**src/rtl/can_fs_pkg.sv**
```systemverilog
package can_fs_pkg;

	localparam int MAX_DATA_BYTES_DEF = 8;
	localparam int CRC_W              = 15;
	localparam int LEN_W              = 4;
	localparam int ID_W               = 11;
	localparam int BYTE_W             = 8;
	// SOF + identifier + RTR + IDE + r0 + length
	localparam int HDR_BITS           = 1 + ID_W + 1 + 1 + 1 + LEN_W;
	localparam int TAIL_BITS          = 10;
	localparam int CNT_W              = $clog2(HDR_BITS + 1);

	localparam logic [CRC_W-1:0]     CRC_POLY = 15'h4599;
	// CRC delimiter, ack, ack delimiter, seven EOF bits, first bit on the left
	localparam logic [TAIL_BITS-1:0] TAIL_PAT = 10'b1011111111;

	localparam logic ACT_HEADER = 1'b0;
	localparam logic ACT_DATA   = 1'b1;

	typedef struct packed {
		logic              action;
		logic [ID_W-1:0]   frame_id;
		logic              remote_request;
		logic [LEN_W-1:0]  byte_count;
		logic [BYTE_W-1:0] data_byte;
	} req_t;

	typedef struct packed {
		logic line_bit;
		logic last_of_run;
		logic frame_done;
	} rsp_t;

	typedef enum logic [1:0] {
		STEP_HOLD,
		STEP_DATA,
		STEP_CRC,
		STEP_STUFF
	} step_kind_t;

	typedef struct packed {
		logic       init;
		step_kind_t kind;
		logic       bit_val;
	} step_cmd_t;

	typedef struct packed {
		logic             stuff_need;
		logic             stuff_bit;
		logic [CRC_W-1:0] crc_nxt;
	} step_stat_t;

endpackage

```
**src/rtl/can_frame_serializer_top.sv**
```systemverilog
// channel | role   | handshake         | word
// req     | input  | req_valid/stall   | header (action 0) or data byte (action 1)
// rsp     | output | rsp_valid/stall   | one bus bit with last_of_run, frame_done
//
// One bus bit leaves per cycle, unless rsp_stall holds the output, through the shared
// stuff/CRC bit unit; an item is loaded before its first bit leaves. Header: 19 bits
// plus stuff bits; data byte: 8 to 10 bits; the closing item adds 15 CRC bits, up to 4
// stuff bits and 10 trailer bits. A data word with no open frame is taken and dropped.
// req_stall is high while an item is being serialized. rsp_stall holds the output
// register and the sequencer. Reset clears the frame and the output register.
module can_frame_serializer_top #(
	parameter int MAX_DATA_BYTES = can_fs_pkg::MAX_DATA_BYTES_DEF
) (
	input  logic             clk,
	input  logic             arst_n,
	input  logic             req_valid,
	output logic             req_stall,
	input  can_fs_pkg::req_t req,
	output logic             rsp_valid,
	input  logic             rsp_stall,
	output can_fs_pkg::rsp_t rsp
);

	localparam int SH_W = can_fs_pkg::HDR_BITS;
	localparam int CW   = can_fs_pkg::CNT_W;
	localparam logic [can_fs_pkg::LEN_W-1:0] MAX_LEN = can_fs_pkg::LEN_W'(MAX_DATA_BYTES);

	typedef enum logic [1:0] {
		PH_FIELD,
		PH_CRC,
		PH_TAIL
	} phase_t;

	phase_t                        phase_q;
	logic [SH_W-1:0]               sh_q;
	logic [CW-1:0]                 cnt_q;
	logic                          busy_q;
	logic                          stuff_q;
	logic                          trail_q;
	logic                          open_q;
	logic [can_fs_pkg::LEN_W-1:0]  rem_q;
	logic                          rsp_valid_q;
	can_fs_pkg::rsp_t              rsp_q;

	can_fs_pkg::step_cmd_t         cmd;
	can_fs_pkg::step_stat_t        stat;

	logic                          req_acc;
	logic                          is_hdr;
	logic [can_fs_pkg::LEN_W-1:0]  len_sat;
	logic                          fire;
	logic                          emit_bit;
	logic                          phase_end;
	logic                          last_bit;
	logic                          done_bit;

	assign req_stall = busy_q;
	assign req_acc   = req_valid && !busy_q;
	assign is_hdr    = (req.action == can_fs_pkg::ACT_HEADER);
	assign fire      = busy_q && (!rsp_valid_q || !rsp_stall);
	assign rsp_valid = rsp_valid_q;
	assign rsp       = rsp_q;

	always_comb begin
		if (req.remote_request) begin
			len_sat = '0;
		end else if (req.byte_count > MAX_LEN) begin
			len_sat = MAX_LEN;
		end else begin
			len_sat = req.byte_count;
		end
	end

	always_comb begin
		cmd.init    = req_acc && is_hdr;
		cmd.kind    = can_fs_pkg::STEP_HOLD;
		cmd.bit_val = sh_q[SH_W-1];
		emit_bit    = sh_q[SH_W-1];
		phase_end   = 1'b0;
		if (fire) begin
			if (stuff_q) begin
				cmd.kind  = can_fs_pkg::STEP_STUFF;
				emit_bit  = stat.stuff_bit;
				phase_end = (cnt_q == '0);
			end else begin
				unique case (phase_q)
					PH_FIELD: begin
						cmd.kind  = can_fs_pkg::STEP_DATA;
						phase_end = (cnt_q == CW'(1)) && !stat.stuff_need;
					end
					PH_CRC: begin
						cmd.kind  = can_fs_pkg::STEP_CRC;
						phase_end = (cnt_q == CW'(1)) && !stat.stuff_need;
					end
					default: begin
						phase_end = (cnt_q == CW'(1));
					end
				endcase
			end
		end
		done_bit = phase_end && (phase_q == PH_TAIL);
		last_bit = done_bit || (phase_end && phase_q == PH_FIELD && !trail_q);
	end

	can_fs_bitstep u_bitstep (
		.clk    (clk),
		.arst_n (arst_n),
		.cmd    (cmd),
		.stat   (stat)
	);

	always_ff @(posedge clk or negedge arst_n) begin
		if (!arst_n) begin
			phase_q     <= PH_FIELD;
			sh_q        <= '0;
			cnt_q       <= '0;
			busy_q      <= 1'b0;
			stuff_q     <= 1'b0;
			trail_q     <= 1'b0;
			open_q      <= 1'b0;
			rem_q       <= '0;
			rsp_valid_q <= 1'b0;
			rsp_q       <= '0;
		end else begin
			if (req_acc) begin
				if (is_hdr) begin
					sh_q    <= {1'b0, req.frame_id, req.remote_request, 2'b00, len_sat};
					cnt_q   <= CW'(can_fs_pkg::HDR_BITS);
					phase_q <= PH_FIELD;
					trail_q <= (len_sat == '0);
					open_q  <= (len_sat != '0);
					rem_q   <= len_sat;
					stuff_q <= 1'b0;
					busy_q  <= 1'b1;
				end else if (open_q && rem_q != '0) begin
					sh_q    <= {req.data_byte, (SH_W - can_fs_pkg::BYTE_W)'(0)};
					cnt_q   <= CW'(can_fs_pkg::BYTE_W);
					phase_q <= PH_FIELD;
					trail_q <= (rem_q == can_fs_pkg::LEN_W'(1));
					open_q  <= (rem_q != can_fs_pkg::LEN_W'(1));
					rem_q   <= rem_q - can_fs_pkg::LEN_W'(1);
					stuff_q <= 1'b0;
					busy_q  <= 1'b1;
				end
			end

			if (fire) begin
				if (phase_end) begin
					stuff_q <= 1'b0;
					unique case (phase_q)
						PH_FIELD: begin
							if (trail_q) begin
								phase_q <= PH_CRC;
								sh_q    <= {stat.crc_nxt, (SH_W - can_fs_pkg::CRC_W)'(0)};
								cnt_q   <= CW'(can_fs_pkg::CRC_W);
							end else begin
								busy_q <= 1'b0;
							end
						end
						PH_CRC: begin
							phase_q <= PH_TAIL;
							sh_q    <= {can_fs_pkg::TAIL_PAT,
								(SH_W - can_fs_pkg::TAIL_BITS)'(0)};
							cnt_q   <= CW'(can_fs_pkg::TAIL_BITS);
						end
						default: begin
							busy_q <= 1'b0;
						end
					endcase
				end else if (stuff_q) begin
					stuff_q <= 1'b0;
				end else begin
					sh_q    <= sh_q << 1;
					cnt_q   <= cnt_q - CW'(1);
					stuff_q <= (phase_q != PH_TAIL) && stat.stuff_need;
				end
				rsp_q       <= '{line_bit: emit_bit, last_of_run: last_bit, frame_done: done_bit};
				rsp_valid_q <= 1'b1;
			end else if (!rsp_stall) begin
				rsp_valid_q <= 1'b0;
			end
		end
	end

endmodule

```
**src/rtl/can_fs_bitstep.sv**
```systemverilog
module can_fs_bitstep (
	input  logic                   clk,
	input  logic                   arst_n,
	input  can_fs_pkg::step_cmd_t  cmd,
	output can_fs_pkg::step_stat_t stat
);

	logic [can_fs_pkg::CRC_W-1:0] crc_q;
	logic [can_fs_pkg::CRC_W-1:0] crc_upd;
	logic [2:0]                   run_q;
	logic [2:0]                   run_nxt;
	logic                         prev_q;

	always_comb begin
		if (cmd.bit_val == prev_q && run_q != 3'd0) begin
			run_nxt = run_q + 3'd1;
		end else begin
			run_nxt = 3'd1;
		end
		crc_upd = {crc_q[can_fs_pkg::CRC_W-2:0], 1'b0}
			^ ((crc_q[can_fs_pkg::CRC_W-1] ^ cmd.bit_val) ? can_fs_pkg::CRC_POLY : '0);
	end

	assign stat.stuff_need = (run_nxt == 3'd5);
	assign stat.stuff_bit  = ~prev_q;
	assign stat.crc_nxt    = (cmd.kind == can_fs_pkg::STEP_DATA) ? crc_upd : crc_q;

	always_ff @(posedge clk or negedge arst_n) begin
		if (!arst_n) begin
			crc_q  <= '0;
			run_q  <= 3'd0;
			prev_q <= 1'b1;
		end else if (cmd.init) begin
			crc_q  <= '0;
			run_q  <= 3'd0;
			prev_q <= 1'b1;
		end else begin
			unique case (cmd.kind)
				can_fs_pkg::STEP_DATA: begin
					crc_q  <= crc_upd;
					run_q  <= run_nxt;
					prev_q <= cmd.bit_val;
				end
				can_fs_pkg::STEP_CRC: begin
					run_q  <= run_nxt;
					prev_q <= cmd.bit_val;
				end
				can_fs_pkg::STEP_STUFF: begin
					// complement bit starts a new run of one
					run_q  <= 3'd1;
					prev_q <= ~prev_q;
				end
				default: begin
				end
			endcase
		end
	end

endmodule

```
**config.mk**
```make
export PLATFORM = sky130hd
export DESIGN_NAME = can_frame_serializer_top
export DESIGN_NICKNAME = d
export VERILOG_FILES = /design/src/rtl/can_fs_pkg.sv /design/src/rtl/can_frame_serializer_top.sv /design/src/rtl/can_fs_bitstep.sv
export SDC_FILE = /design/constraint.sdc
export NUM_CORES = 1
export LEC_CHECK = 0
export ABC_AREA = 1
export BUFFER_PORTS_ARGS = -buffer_cell sky130_fd_sc_hd__buf_4
export CAP_MARGIN = 10
export CELL_PAD_IN_SITES_DETAIL_PLACEMENT = 0
export CELL_PAD_IN_SITES_GLOBAL_PLACEMENT = 1
export CORE_MARGIN = 2
export CORE_UTILIZATION = 47
export DETAILED_ROUTE_END_ITERATION = 10
export GPL_TIMING_DRIVEN = 0
export HOLD_SLACK_MARGIN = 0.06
export MAX_ROUTING_LAYER = met4
export PLACE_DENSITY_LB_ADDON = 0.15
export SYNTH_ARGS = -nofsm -noshare
export SYNTH_HDL_FRONTEND = slang
export SYNTH_SLANG_ARGS = --single-unit
```
**constraint.sdc**
```tcl
create_clock -name clk -period 4.8 [get_ports clk]
set_input_delay 0.96 -clock clk [delete_from_list [all_inputs] [get_ports clk]]
set_output_delay 0.96 -clock clk [all_outputs]
set_load 0.005 [all_outputs]
```
==> load_flow_metrics.sql, run 1 <==
INSERT INTO impl_metrics (metric_group, metric, value, unit) VALUES
('timing', 'max_slew.worst_pin.slew', '0.729', 'ns'),
('cts', 'worst_setup_hold_path_clk_slew', '0.06', 'ns'),
('logic_synthesis', 'mappedNetlistNets', '552', ''),
('global_routing', 'largest_net_degree_at_the_start_of_global_routing', '58', ''),
('setup_path', 'cp-end-kind', 'flip-flop', ''),
('setup_path', 'critPathRequiredTime', '5.02', 'ns'),
('timing', 'tns', '0', 'ns'),
('setup_path', 'critical_path.cell_chain', 'buf_4, nand2_1, inv_2, nor2_4, inv_2, clkbuf_1, o22ai_1, ha_1, inv_1, or2_2, o21ai_0, inv_1, nand3_1, nand2_1, nand2_1, nand2_1', ''),
('timing', 'max_freq', '0.320', 'GHz'),
('layout', 'num_antenna_cells', '0', ''),
('setup_path', 'crit_path_max_fanout', '10', ''),
('floorplan', 'core.rowCount', '31', ''),
('setup_path', 'critical-path-top-cell-by-count', 'nand2_1', ''),
('job', 'cap_viol_max_count', '0', ''),
('setup_path', 'worst-r2r-setup-slack', '2.02', 'ns'),
('floorplan', 'die_width', '91.7', 'um'),
('place', 'port-buffer-count', '33', ''),
('logic_synthesis', 'synth_ff_type', 'dfrtp_1', ''),
('setup_path', 'data_arrival_time_at_the_worst_slack_endpoint', '3.35', 'ns'),
('layout', 'nets', '596', ''),
('global_routing', 'overflow', '0', ''),
('cts', 'tritoncts_num_sinks', '57', ''),
('worst_hold_path', 'min_path_type', 'flip-flop to flip-flop', ''),
('layout', 'total_non_filler_cell_area_in_the_finished_layout', '4150', 'um2'),
('cts', 'cts.repair.resized', '0', ''),
('place', 'place_congestion', '0.883', ''),
('power_and_ir_drop', 'power_leakage', '2.19', 'nW'),
('worst_hold_path', 'hold_start', 'rsp[0]$_DFFE_PN0N_', ''),
('logic_synthesis', 'ys_seq_elements', '57', ''),
('global_routing', 'total_track_usage', '25.8', '%'),
('timing', 'finalWorstPathRequiredPeriod', '3.12', 'ns'),
('outcome', 'run_status', 'finished clean', ''),
('logic_synthesis', 'synthDistinctLibCells', '44', ''),
('detailed_routing', 'dr.first_iter.drc_count', '231', ''),
('floorplan', 'initial_standard_cell_utilization_of_the_core', '49.1', '%'),
('setup_path', 'crit-reg2reg-launch', 'rsp_valid$_DFFE_PN0P_', ''),
('timing', 'final.setup_skew', '0.0116', 'ns'),
('layout', 'drive_gt1_share', '16.3', '%'),
('worst_hold_path', 'min_delay_worst_endpoint', 'rsp[0]$_DFFE_PN0N_', ''),
('cts', 'tritoncts', 'yes', ''),
('global_routing', 'first_global_vias', '3286', ''),
('cts', 'number_of_cts_inserted_buffers', '9', ''),
('setup_path', 'reg2reg_to', 'sh_q[5]$_DFF_PN0_', ''),
('timing', 'final_hold_viol_count', '0', ''),
('power_and_ir_drop', 'p_per_area', '635', 'nW/um2'),
('global_routing', 'antenna_found_initial', '0', ''),
('timing', 'setup-violations-final', '0', ''),
('detailed_routing', 'wl', '9700', 'um'),
('floorplan', 'floorplan.die_area', '8420', 'um2'),
('place', 'detailedPlacementHpwl', '7030', 'um'),
('detailed_routing', 'ant_nets_after_route', '0', ''),
('cts', 'clock_path_buffers', '2', ''),
('logic_synthesis', 'synth_warnings', '0', ''),
('setup_path', 'critPathKind', 'input port to flip-flop', ''),
('floorplan', 'num_io_pins', '34', ''),
('floorplan', 'die-height', '91.7', 'um'),
('place', 'dpl-instance-area', '3990', 'um2'),
('logic_synthesis', 'postSynthCellCount', '514', ''),
('detailed_routing', 'dr.pass1.iters', '5', ''),
('detailed_routing', 'post-route-drc-count', '0', ''),
('cts', 'clk-insertion-delay-late', '0.34', 'ns'),
('timing', 'post-route-period-util', '65.0', '%'),
('logic_synthesis', 'async_set_or_reset_register_ratio_after_synthesis', '100', '%'),
('timing', 'final_setup_slack_of_the_worst_path', '1.68', 'ns'),
('logic_synthesis', 'synth-compound-area-share', '14.8', '%'),
('setup_path', 'worst-r2r-cell-count', '15', ''),
('detailed_routing', 'avgRoutedWirePerCell', '14.7', 'um'),
('layout', 'layout-area-overhead-vs-synth', '14.6', '%'),
('layout', 'mostFrequentLayoutCells', '150 x nand2_1, 65 x inv_1, 56 x dfrtp_1, 51 x o21ai_0, 41 x nand3_1', ''),
('timing', 'slew_headroom', '51.4', '%'),
('cts', 'cts_hold_buffers', '0', '');
==> power by group <==
part | internal (mW) | switching, mW
clock network | 0.184 | 0.197
logic | 0.508 | 0.948
registers | 0.682 | 0.115
total | 1.37 | 1.26
==> metrics by stage <==
stage | hold slack (ns) | power, mW | cells | util, %
floorplan | 0.473 | 1.86 | 514 | -
global placement | 0.467 | 2.22 | 646 | 54.1
detailed placement | 0.469 | 2.25 | 646 | 54.1
CTS | 0.486 | 2.63 | 662 | 56.2
global route | 0.540 | 2.91 | 662 | 56.2
finish | 0.483 | 2.63 | 662 | 56.2
==> registers in the layout (all words and copies together) (netlist names) <==
register / flops
cnt_q: 5
open_q: 1
phase_q: 2
rem_q: 4
req_stall: 1
rsp: 3
rsp_valid: 1
sh_q: 19
stuff_q: 1
trail_q: 1
u_bitstep.crc_q: 15
u_bitstep.prev_q: 1
u_bitstep.run_q: 3
==> Yosys cell counts, types with 3 or more instances <==
master and number:
nand2_1 150, inv_1 65, dfrtp_1 56, o21ai_0 51, nand3_1 41, nor2_1 38
a21oi_1 10, inv_2 10, ha_1 9, o21ai_1 8, o22ai_1 8, buf_2 7
nand2_2 6, nor2_2 4, buf_4 3, buf_6 3, clkbuf_1 3, nor2_4 3
nor3_1 3, or2_2 3
==> critical path: cells and delay by family <==
kind / cells / cell delay [ns]
AND/OR/NAND/NOR: 7 / 0.86
adder cells (fa/ha/maj): 1 / 0.31
AO/OA/AOI/OAI: 2 / 0.43
buffers and inverters: 6 / 0.77
==> kinds of logic (layout without fill, tap and decap cells) <==
kind of cell,count (synthesis),after routing
compound gates,94,94
xor+xnor,4,4
fa+ha+maj,9,9
buf+inv,92,141
flops,57,57
mux,2,2
simple gates,256,256
==> layer usage <==
layer | vias to the layer above | share of wire [%] | track usage, % | wire length (um)
met4 | 0 | 0.99 | 6.47 | 96
met2 | 99 | 45 | 39.2 | 4360
li1 | 1728 | - | - | -
met1 | 1651 | 48 | 35.9 | 4680
met3 | 13 | 5.8 | 4.85 | 563
met5 | - | 0 | - | 0
==> layout make-up <==
type                    count  area [um2]
fillers                   719        3220
multi-input cells         365        1800
flip-flops and latches     57        1430
inverters                  75         282
repair buffers             33         248
clock buffers              12         135
well taps                  99         124
plain buffers              17         106
clock inverters             4        20.0
==> worst max path at each step <==
stage | slack, ns | end | cells after the start | start
2_1_floorplan | 2.02 | sh_q[5]$_DFF_PN0_ | 15 | rsp_stall
6_report | 1.68 | sh_q[5]$_DFF_PN0_ | 16 | rsp_stall
5_1_grt | 1.45 | sh_q[8]$_DFF_PN0_ | 15 | rsp_stall
3_5_place_dp | 1.36 | sh_q[13]$_DFF_PN0_ | 14 | rsp_stall
3_3_place_gp | 1.35 | sh_q[6]$_DFF_PN0_ | 16 | rsp_stall
4_1_cts | 1.69 | sh_q[5]$_DFF_PN0_ | 16 | rsp_stall
Note: power is estimated with default switching activity, not from simulation.
==> run 2, diff against run 1 <==
ABC_AREA = 0   (was 1)
CORE_UTILIZATION = 46   (was 47)
clock period = 3.18 ns   (was 4.8 ns; I/O delays follow)
==> run 2 against run 1 <==
  * Sequential share of layout area rose by 1.1 points
  * Sequential power rose by 62%
  * Critical path type is now flip-flop to flip-flop
  * Count of clock-buffer cells in the layout did not move
  * Sequential cell count did not move
  * Combinational power rose by 37%
  * Final cell count fell by 25%
==> load_flow_metrics.sql, run 2 <==
INSERT INTO impl_metrics (metric_group, metric, value, unit) VALUES
('floorplan', 'initial_standard_cell_utilization_of_the_core', '47.6', '%'),
('detailed_routing', 'wl', '9270', 'um'),
('setup_path', 'crit_path_max_fanout', '10', ''),
('global_routing', 'first_global_vias', '2982', ''),
('timing', 'tns', '0', 'ns'),
('timing', 'final.setup_skew', '0.00670', 'ns'),
('setup_path', 'critPathRequiredTime', '3.41', 'ns'),
('logic_synthesis', 'synthTopCellsByCount', '56 x dfrtp_1, 38 x nor2_1, 22 x nand2_1', ''),
('logic_synthesis', 'post-synth-top-area-fraction', '40.6', '%'),
('power_and_ir_drop', 'p_total', '3.98', 'mW'),
('cts', 'cts_hold_buffers', '0', ''),
('timing', 'setup-violations-final', '0', ''),
('layout', 'regMostFlops', 'sh_q', ''),
('logic_synthesis', 'synth_warnings', '0', ''),
('setup_path', 'critical_path_buf_inv_count', '3', ''),
('job', 'cap_viol_max_count', '0', ''),
('timing', 'final_hold_viol_count', '0', ''),
('logic_synthesis', 'postSynthCellCount', '349', ''),
('layout', 'final_cell_count_no_fill', '495', ''),
('setup_path', 'critical_path.cell_chain', 'clkbuf_1, nor2b_1, o21ai_0, ha_1, buf_2, buf_2, mux2i_1, o21bai_1, a221o_1', ''),
('logic_synthesis', 'post_synth_main_area_contributors', 'dfrtp_1 41%, nor2_1 4.1%, mux2i_1 4.1%', ''),
('logic_synthesis', 'yosysSeqAreaShare', '41.4', '%'),
('global_routing', 'largest_net_degree_at_the_start_of_global_routing', '58', ''),
('timing', 'post-route-period-util', '91.0', '%'),
('setup_path', 'critical-path-max-stage-delay', '0.44', 'ns'),
('cts', 'number_of_cts_inserted_buffers', '9', ''),
('place', 'pre_cts_ws', '0.152', 'ns'),
('logic_synthesis', 'synth_most_common_cell', 'dfrtp_1', ''),
('logic_synthesis', 'synthDistinctLibCells', '64', ''),
('global_routing', 'antenna_found_initial', '0', ''),
('layout', 'nets', '430', ''),
('logic_synthesis', 'netlist.top_cell.by_area', 'dfrtp_1', ''),
('logic_synthesis', 'ys_seq_elements', '57', ''),
('global_routing', 'total_track_usage', '24.4', '%'),
('layout', 'layout.filler_cells', '671', ''),
('layout', 'largest_register_ffs', '19', ''),
('layout', 'mostFrequentLayoutCells', '56 x dfrtp_1, 38 x nor2_1, 32 x buf_4, 22 x nand2_1, 16 x nor3_1', ''),
('place', 'detailedPlacementHpwl', '6590', 'um'),
('floorplan', 'floorplan.die_area', '8210', 'um2'),
('detailed_routing', 'num_vias', '2929', ''),
('global_routing', 'first_pass_grt_wire_length', '15200', 'um'),
('detailed_routing', 'dr.first_iter.drc_count', '164', ''),
('detailed_routing', 'vias_per_cell', '5.92', ''),
('power_and_ir_drop', 'worst_ir_drop_vdd', '0.000480', 'V'),
('cts', 'clock_path_buffers', '2', ''),
('timing', 'slew_headroom', '50.6', '%'),
('setup_path', 'cp-end-kind', 'flip-flop', ''),
('detailed_routing', 'ant_nets_after_route', '0', ''),
('timing', 'max_slew.worst_pin.slew', '0.741', 'ns'),
('cts', 'worst_setup_hold_path_clk_slew', '0.07', 'ns'),
('logic_synthesis', 'syn-cell-area', '3450', 'um2'),
('setup_path', 'critical-path-top-cell-by-count', 'buf_2', ''),
('layout', 'drive_gt1_share', '19.7', '%'),
('layout', 'total_non_filler_cell_area_in_the_finished_layout', '4010', 'um2'),
('worst_hold_path', 'min_path_type', 'input port to asynchronous set/reset pin', ''),
('place', 'dpl-instance-area', '3820', 'um2'),
('place', 'place_congestion', '0.845', ''),
('timing', 'worst_hold_slack', '0.349', 'ns'),
('layout', 'layout_commonest_cell', 'dfrtp_1', ''),
('logic_synthesis', 'syn_avg_cell_area', '9.89', 'um2'),
('cts', 'cts-htree-levels', '3', ''),
('floorplan', 'die_width', '90.6', 'um'),
('detailed_routing', 'dr.pass1.iters', '4', ''),
('floorplan', 'die-height', '90.6', 'um'),
('cts', 'tritoncts_num_sinks', '57', ''),
('layout', 'reg_top3', 'sh_q (19), u_bitstep.crc_q (15), cnt_q (5)', ''),
('detailed_routing', 'avgRoutedWirePerCell', '18.7', 'um'),
('layout', 'layout-area-overhead-vs-synth', '16.2', '%'),
('timing', 'final_setup_slack_of_the_worst_path', '0.287', 'ns'),
('timing', 'finalWorstPathRequiredPeriod', '2.89', 'ns'),
('setup_path', 'critPathKind', 'flip-flop to flip-flop', ''),
('power_and_ir_drop', 'power_leakage', '1.76', 'nW'),
('setup_path', 'data_arrival_time_at_the_worst_slack_endpoint', '3.12', 'ns'),
('cts', 'cts.repair.resized', '0', ''),
('setup_path', 'critPathTopFamily', 'buffers and inverters', ''),
('setup_path', 'startpoint_type', 'flip-flop', ''),
('setup_path', 'critical_path.slowest_cell', 'dfrtp_1', ''),
('global_routing', 'overflow', '0', ''),
('cts', 'cts.repair_timing.setup_buffer_count', '0', ''),
('floorplan', 'core.rowCount', '31', ''),
('layout', 'fin_util', '55.3', '%'),
('detailed_routing', 'post-route-drc-count', '0', ''),
('floorplan', 'total_core_area', '7250', 'um2'),
('cts', 'tritoncts', 'yes', ''),
('logic_synthesis', 'mappedNetlistNets', '387', ''),
('logic_synthesis', 'async_set_or_reset_register_ratio_after_synthesis', '100', '%'),
('layout', 'num_antenna_cells', '0', ''),
('cts', 'clock_tree.root_cell', 'clkbuf_8', ''),
('logic_synthesis', 'synth_edf_count', '0', ''),
('place', 'place_inst', '480', ''),
('place', 'port-buffer-count', '32', ''),
('timing', 'grt_setup_unrepaired', 'no', ''),
('layout', 'multi_input_area', '1850', 'um2'),
('layout', 'final-seq-area', '1430', 'um2'),
('timing', 'max_freq', '0.346', 'GHz'),
('floorplan', 'num_io_pins', '34', ''),
('cts', 'clk-insertion-delay-late', '0.34', 'ns'),
('outcome', 'run_status', 'finished clean', ''),
('logic_synthesis', 'synth_ff_type', 'dfrtp_1', ''),
('timing', 'slew_violations', '0', ''),
('power_and_ir_drop', 'p_per_area', '993', 'nW/um2');
[run 2: changes by cell type in the layout (fill, tap and decap cells not counted), sizes merged, moves of 7 or more]
cell	before	now
a31oi	1	8
xnor2	2	9
nor2b	0	7
nor2	45	38
nand2	156	23
o21bai	0	7
nand3	42	7
nor4b	0	9
nor3	4	16
o21ai	61	18
mux2i	2	14
inv	75	14
[run 2: cell families after synthesis]
logic type	share of synthesized area (%)
mux	4.93
xor+xnor	3.48
compound gates	22.4
fa+ha+maj	3.26
simple gates	19.5
flops	41.4
buf+inv	5.07
[run 2: final timing paths]
path | startpoint | to | slack (ns) | cells after the start
worst max-delay path | phase_q[1]$_DFF_PN0_ | sh_q[16]$_DFF_PN0_ | 0.29 | 9
worst min-delay path | arst_n | rsp[2]$_DFFE_PN0N_ | 0.35 | 1
worst max register to register | phase_q[1]$_DFF_PN0_ | sh_q[16]$_DFF_PN0_ | 0.29 | 9
worst min register to register | sh_q[0]$_DFF_PN0_ | sh_q[1]$_DFF_PN0_ | 0.48 | 2
max in group asynchronous | arst_n | sh_q[10]$_DFF_PN0_ | 2.33 | 1
min in group clk | sh_q[0]$_DFF_PN0_ | sh_q[1]$_DFF_PN0_ | 0.48 | 2
[run 2: per-layer routing]
layer,vias up,track usage [%],share of wire (%)
met4,0,10.6,2.4
met5,-,-,0
li1,1375,-,-
met1,1446,32.4,46
met2,90,37.6,47
met3,18,3.01,4.3
[run 2: area by class of cell]
type	count	share of cell area [%]
plain buffers	19	3.06
flip-flops and latches	57	35.6
clock inverters	3	0.998
clock buffers	12	3.87
inverters	14	1.31
well taps	99	3.09
repair buffers	32	5.99
multi-input cells	259	46.1
[run 2: where the power goes]
part	leakage, nW	internal, mW	switching [mW]
combinational	0.951	0.880	1.12
sequential	0.703	1.04	0.248
clock	0.102	0.398	0.299
==> run 3, diff against run 2 <==
GPL_TIMING_DRIVEN = default   (was 0)
==> run 3 against run 2 <==
  * Count of clock-buffer cells in the layout is 3 lower
  * Design area is 1.9% lower
  * Global-route usage is 0.38 points higher
  * Wire length is 0.45% higher
  * Maximum frequency is 3.1% higher
  * Worst hold slack worse by 0.0037 ns
  * First-iteration DRC count is 18% higher
  * Sequential cell count stayed put
  * Sequential share of layout area is 0.68 points higher
  * Non-clock buffer count is 10 lower
  * Combinational power is 3% lower
==> load_flow_metrics.sql, run 3 (synthesis gave the netlist of run 2 again) <==
INSERT INTO impl_metrics (metric_group, metric, value, unit) VALUES
('outcome', 'run_status', 'finished clean', ''),
('place', 'place_inst', '470', ''),
('global_routing', 'overflow', '0', ''),
('detailed_routing', 'num_vias', '2902', ''),
('global_routing', 'antenna_found_initial', '0', ''),
('floorplan', 'floorplan.die_area', '8210', 'um2'),
('timing', 'final_hold_viol_count', '0', ''),
('layout', 'layout-area-overhead-vs-synth', '14.0', '%'),
('setup_path', 'cp-endpoint', 'sh_q[6]$_DFF_PN0_', ''),
('global_routing', 'first_pass_grt_wire_length', '15400', 'um'),
('place', 'port-buffer-count', '33', ''),
('cts', 'clock_tree.root_cell', 'clkbuf_8', ''),
('cts', 'clock_path_buffers', '2', ''),
('setup_path', 'critPathRequiredTime', '3.43', 'ns'),
('detailed_routing', 'dr_wl_met3', '457', 'um'),
('detailed_routing', 'vias_per_cell', '5.97', ''),
('timing', 'post-route-period-util', '88.2', '%'),
('timing', 'grt_setup_unrepaired', 'no', ''),
('detailed_routing', 'met2_length', '4350', 'um'),
('cts', 'worst_setup_hold_path_clk_slew', '0.07', 'ns'),
('setup_path', 'cp-end-kind', 'flip-flop', ''),
('cts', 'clk-insertion-delay-late', '0.35', 'ns'),
('detailed_routing', 'wl', '9310', 'um'),
('setup_path', 'critical_path.cell_chain', 'nor2b_1, o21ai_0, ha_1, mux2i_1, nor4b_1, a31oi_1, o22ai_1', ''),
('job', 'cap_viol_max_count', '0', ''),
('floorplan', 'die_width', '90.6', 'um'),
('cts', 'cts-htree-levels', '3', ''),
('detailed_routing', 'routed_metal_1_wirelength', '4260', 'um'),
('cts', 'tritoncts', 'yes', ''),
('setup_path', 'worst-r2r-cell-count', '7', ''),
('setup_path', 'reg2reg_to', 'sh_q[6]$_DFF_PN0_', ''),
('layout', 'drive_gt1_share', '19.9', '%'),
('setup_path', 'crit_path_max_fanout', '14', ''),
('cts', 'cts_hold_buffers', '0', ''),
('power_and_ir_drop', 'p_total', '3.88', 'mW'),
('setup_path', 'crit-reg2reg-launch', 'phase_q[0]$_DFF_PN0_', ''),
('timing', 'worst_hold_slack', '0.345', 'ns'),
('layout', 'layout_commonest_cell', 'dfrtp_1', ''),
('cts', 'cts.repair_timing.setup_buffer_count', '0', ''),
('setup_path', 'critical-path-max-stage-delay', '0.76', 'ns'),
('timing', 'slew_headroom', '44.0', '%'),
('layout', 'regMostFlops', 'sh_q', ''),
('timing', 'tns', '0', 'ns'),
('detailed_routing', 'dr.pass1.iters', '4', ''),
('layout', 'total_non_filler_cell_area_in_the_finished_layout', '3940', 'um2'),
('worst_hold_path', 'min_path_type', 'input port to asynchronous set/reset pin', ''),
('floorplan', 'total_core_area', '7250', 'um2'),
('layout', 'num_antenna_cells', '0', ''),
('timing', 'final_setup_slack_of_the_worst_path', '0.374', 'ns'),
('layout', 'mostFrequentLayoutCells', '56 x dfrtp_1, 41 x buf_4, 38 x nor2_1, 22 x nand2_1, 16 x nor3_1', ''),
('power_and_ir_drop', 'worst_ir_drop_vdd', '0.000417', 'V'),
('place', 'detailedPlacementHpwl', '6360', 'um'),
('detailed_routing', 'ant_nets_after_route', '0', ''),
('place', 'pre_cts_ws', '0.399', 'ns'),
('setup_path', 'worst_setup_path_startpoint', 'phase_q[0]$_DFF_PN0_', ''),
('layout', 'nets', '420', ''),
('power_and_ir_drop', 'power_leakage', '1.71', 'nW'),
('timing', 'slew_violations', '0', ''),
('layout', 'final_cell_count_no_fill', '486', ''),
('detailed_routing', 'post-route-drc-count', '0', ''),
('global_routing', 'total_track_usage', '24.7', '%'),
('setup_path', 'data_arrival_time_at_the_worst_slack_endpoint', '3.05', 'ns'),
('layout', 'reg_top3', 'sh_q (19), u_bitstep.crc_q (15), cnt_q (5)', ''),
('timing', 'final.setup_skew', '0.0146', 'ns'),
('place', 'dpl-instance-area', '3770', 'um2'),
('detailed_routing', 'avgRoutedWirePerCell', '19.2', 'um'),
('global_routing', 'first_global_vias', '2866', ''),
('detailed_routing', 'dr.first_iter.drc_count', '193', ''),
('place', 'place_congestion', '0.859', ''),
('power_and_ir_drop', 'p_per_area', '985', 'nW/um2'),
('floorplan', 'die-height', '90.6', 'um'),
('floorplan', 'initial_standard_cell_utilization_of_the_core', '47.6', '%'),
('setup_path', 'startpoint_type', 'flip-flop', ''),
('timing', 'finalWorstPathRequiredPeriod', '2.81', 'ns'),
('layout', 'largest_register_ffs', '19', ''),
('global_routing', 'largest_net_degree_at_the_start_of_global_routing', '58', ''),
('cts', 'cts.repair.resized', '0', ''),
('timing', 'max_slew.worst_pin.slew', '0.840', 'ns'),
('setup_path', 'worst-r2r-setup-slack', '0.37', 'ns'),
('cts', 'number_of_cts_inserted_buffers', '9', ''),
('layout', 'fin_util', '54.3', '%'),
('timing', 'max_freq', '0.356', 'GHz'),
('setup_path', 'critical_path.slowest_cell', 'ha_1', ''),
('timing', 'setup-violations-final', '0', ''),
('detailed_routing', 'top_layer_used', 'met4', ''),
('cts', 'tritoncts_num_sinks', '57', ''),
('floorplan', 'num_io_pins', '34', ''),
('floorplan', 'core.rowCount', '31', ''),
('setup_path', 'critPathKind', 'flip-flop to flip-flop', '');
## run 3: cell types whose count changed in the layout (fill, tap and decap cells not counted), moves of 2 or more
cell,delta
clkbuf_8,-2
buf_6,-4
clkbuf_1,-7
clkinvlp_4,+3
buf_4,+9
buf_2,-8
## run 3: per-layer routing
layer	vias to the layer above	track usage (%)
met2	87	37.6
met5	-	-
li1	1351	-
met1	1447	33.2
met4	0	10.4
met3	17	3.76
## run 3: final cells by class
class	count	area (um2)
inverters	14	52.6
well taps	99	124
clock inverters	7	46.3
clock buffers	9	124
repair buffers	41	308
fillers	684	3320
flip-flops and latches	57	1430
multi-input cells	259	1850
## run 3: critical path: cells and delay by family, from the launching register on
| kind | cells | cell delay [ns] |
|---|---|---|
| adder cells (fa/ha/maj) | 1 | 0.76 |
| AND/OR/NAND/NOR | 2 | 0.69 |
| flip-flops | 1 | 0.54 |
| AO/OA/AOI/OAI | 3 | 0.51 |
| multiplexers | 1 | 0.20 |
## run 3: how the worst min path moves through the flow
| stage | start | cells after the start | to |
|---|---|---|---|
| 6_report | arst_n | 1 | u_bitstep.crc_q[13]$_DFF_PN0_ |
| 4_1_cts | arst_n | 1 | u_bitstep.crc_q[12]$_DFF_PN0_ |
| 3_5_place_dp | rsp[1]$_DFFE_PN0N_ | 2 | rsp[1]$_DFFE_PN0N_ |
| 2_1_floorplan | arst_n | 0 | cnt_q[0]$_DFF_PN0_ |
| 3_3_place_gp | sh_q[0]$_DFF_PN0_ | 2 | sh_q[1]$_DFF_PN0_ |
| 5_1_grt | arst_n | 1 | u_bitstep.crc_q[12]$_DFF_PN0_ |
## run 3: where the power goes
group | total, mW | internal, mW | leakage [nW] | switching, mW
Sequential | 1.33 | 1.04 | 0.703 | 0.294
Clock | 0.605 | 0.280 | 0.0814 | 0.325
Combinational | 1.94 | 0.874 | 0.923 | 1.07
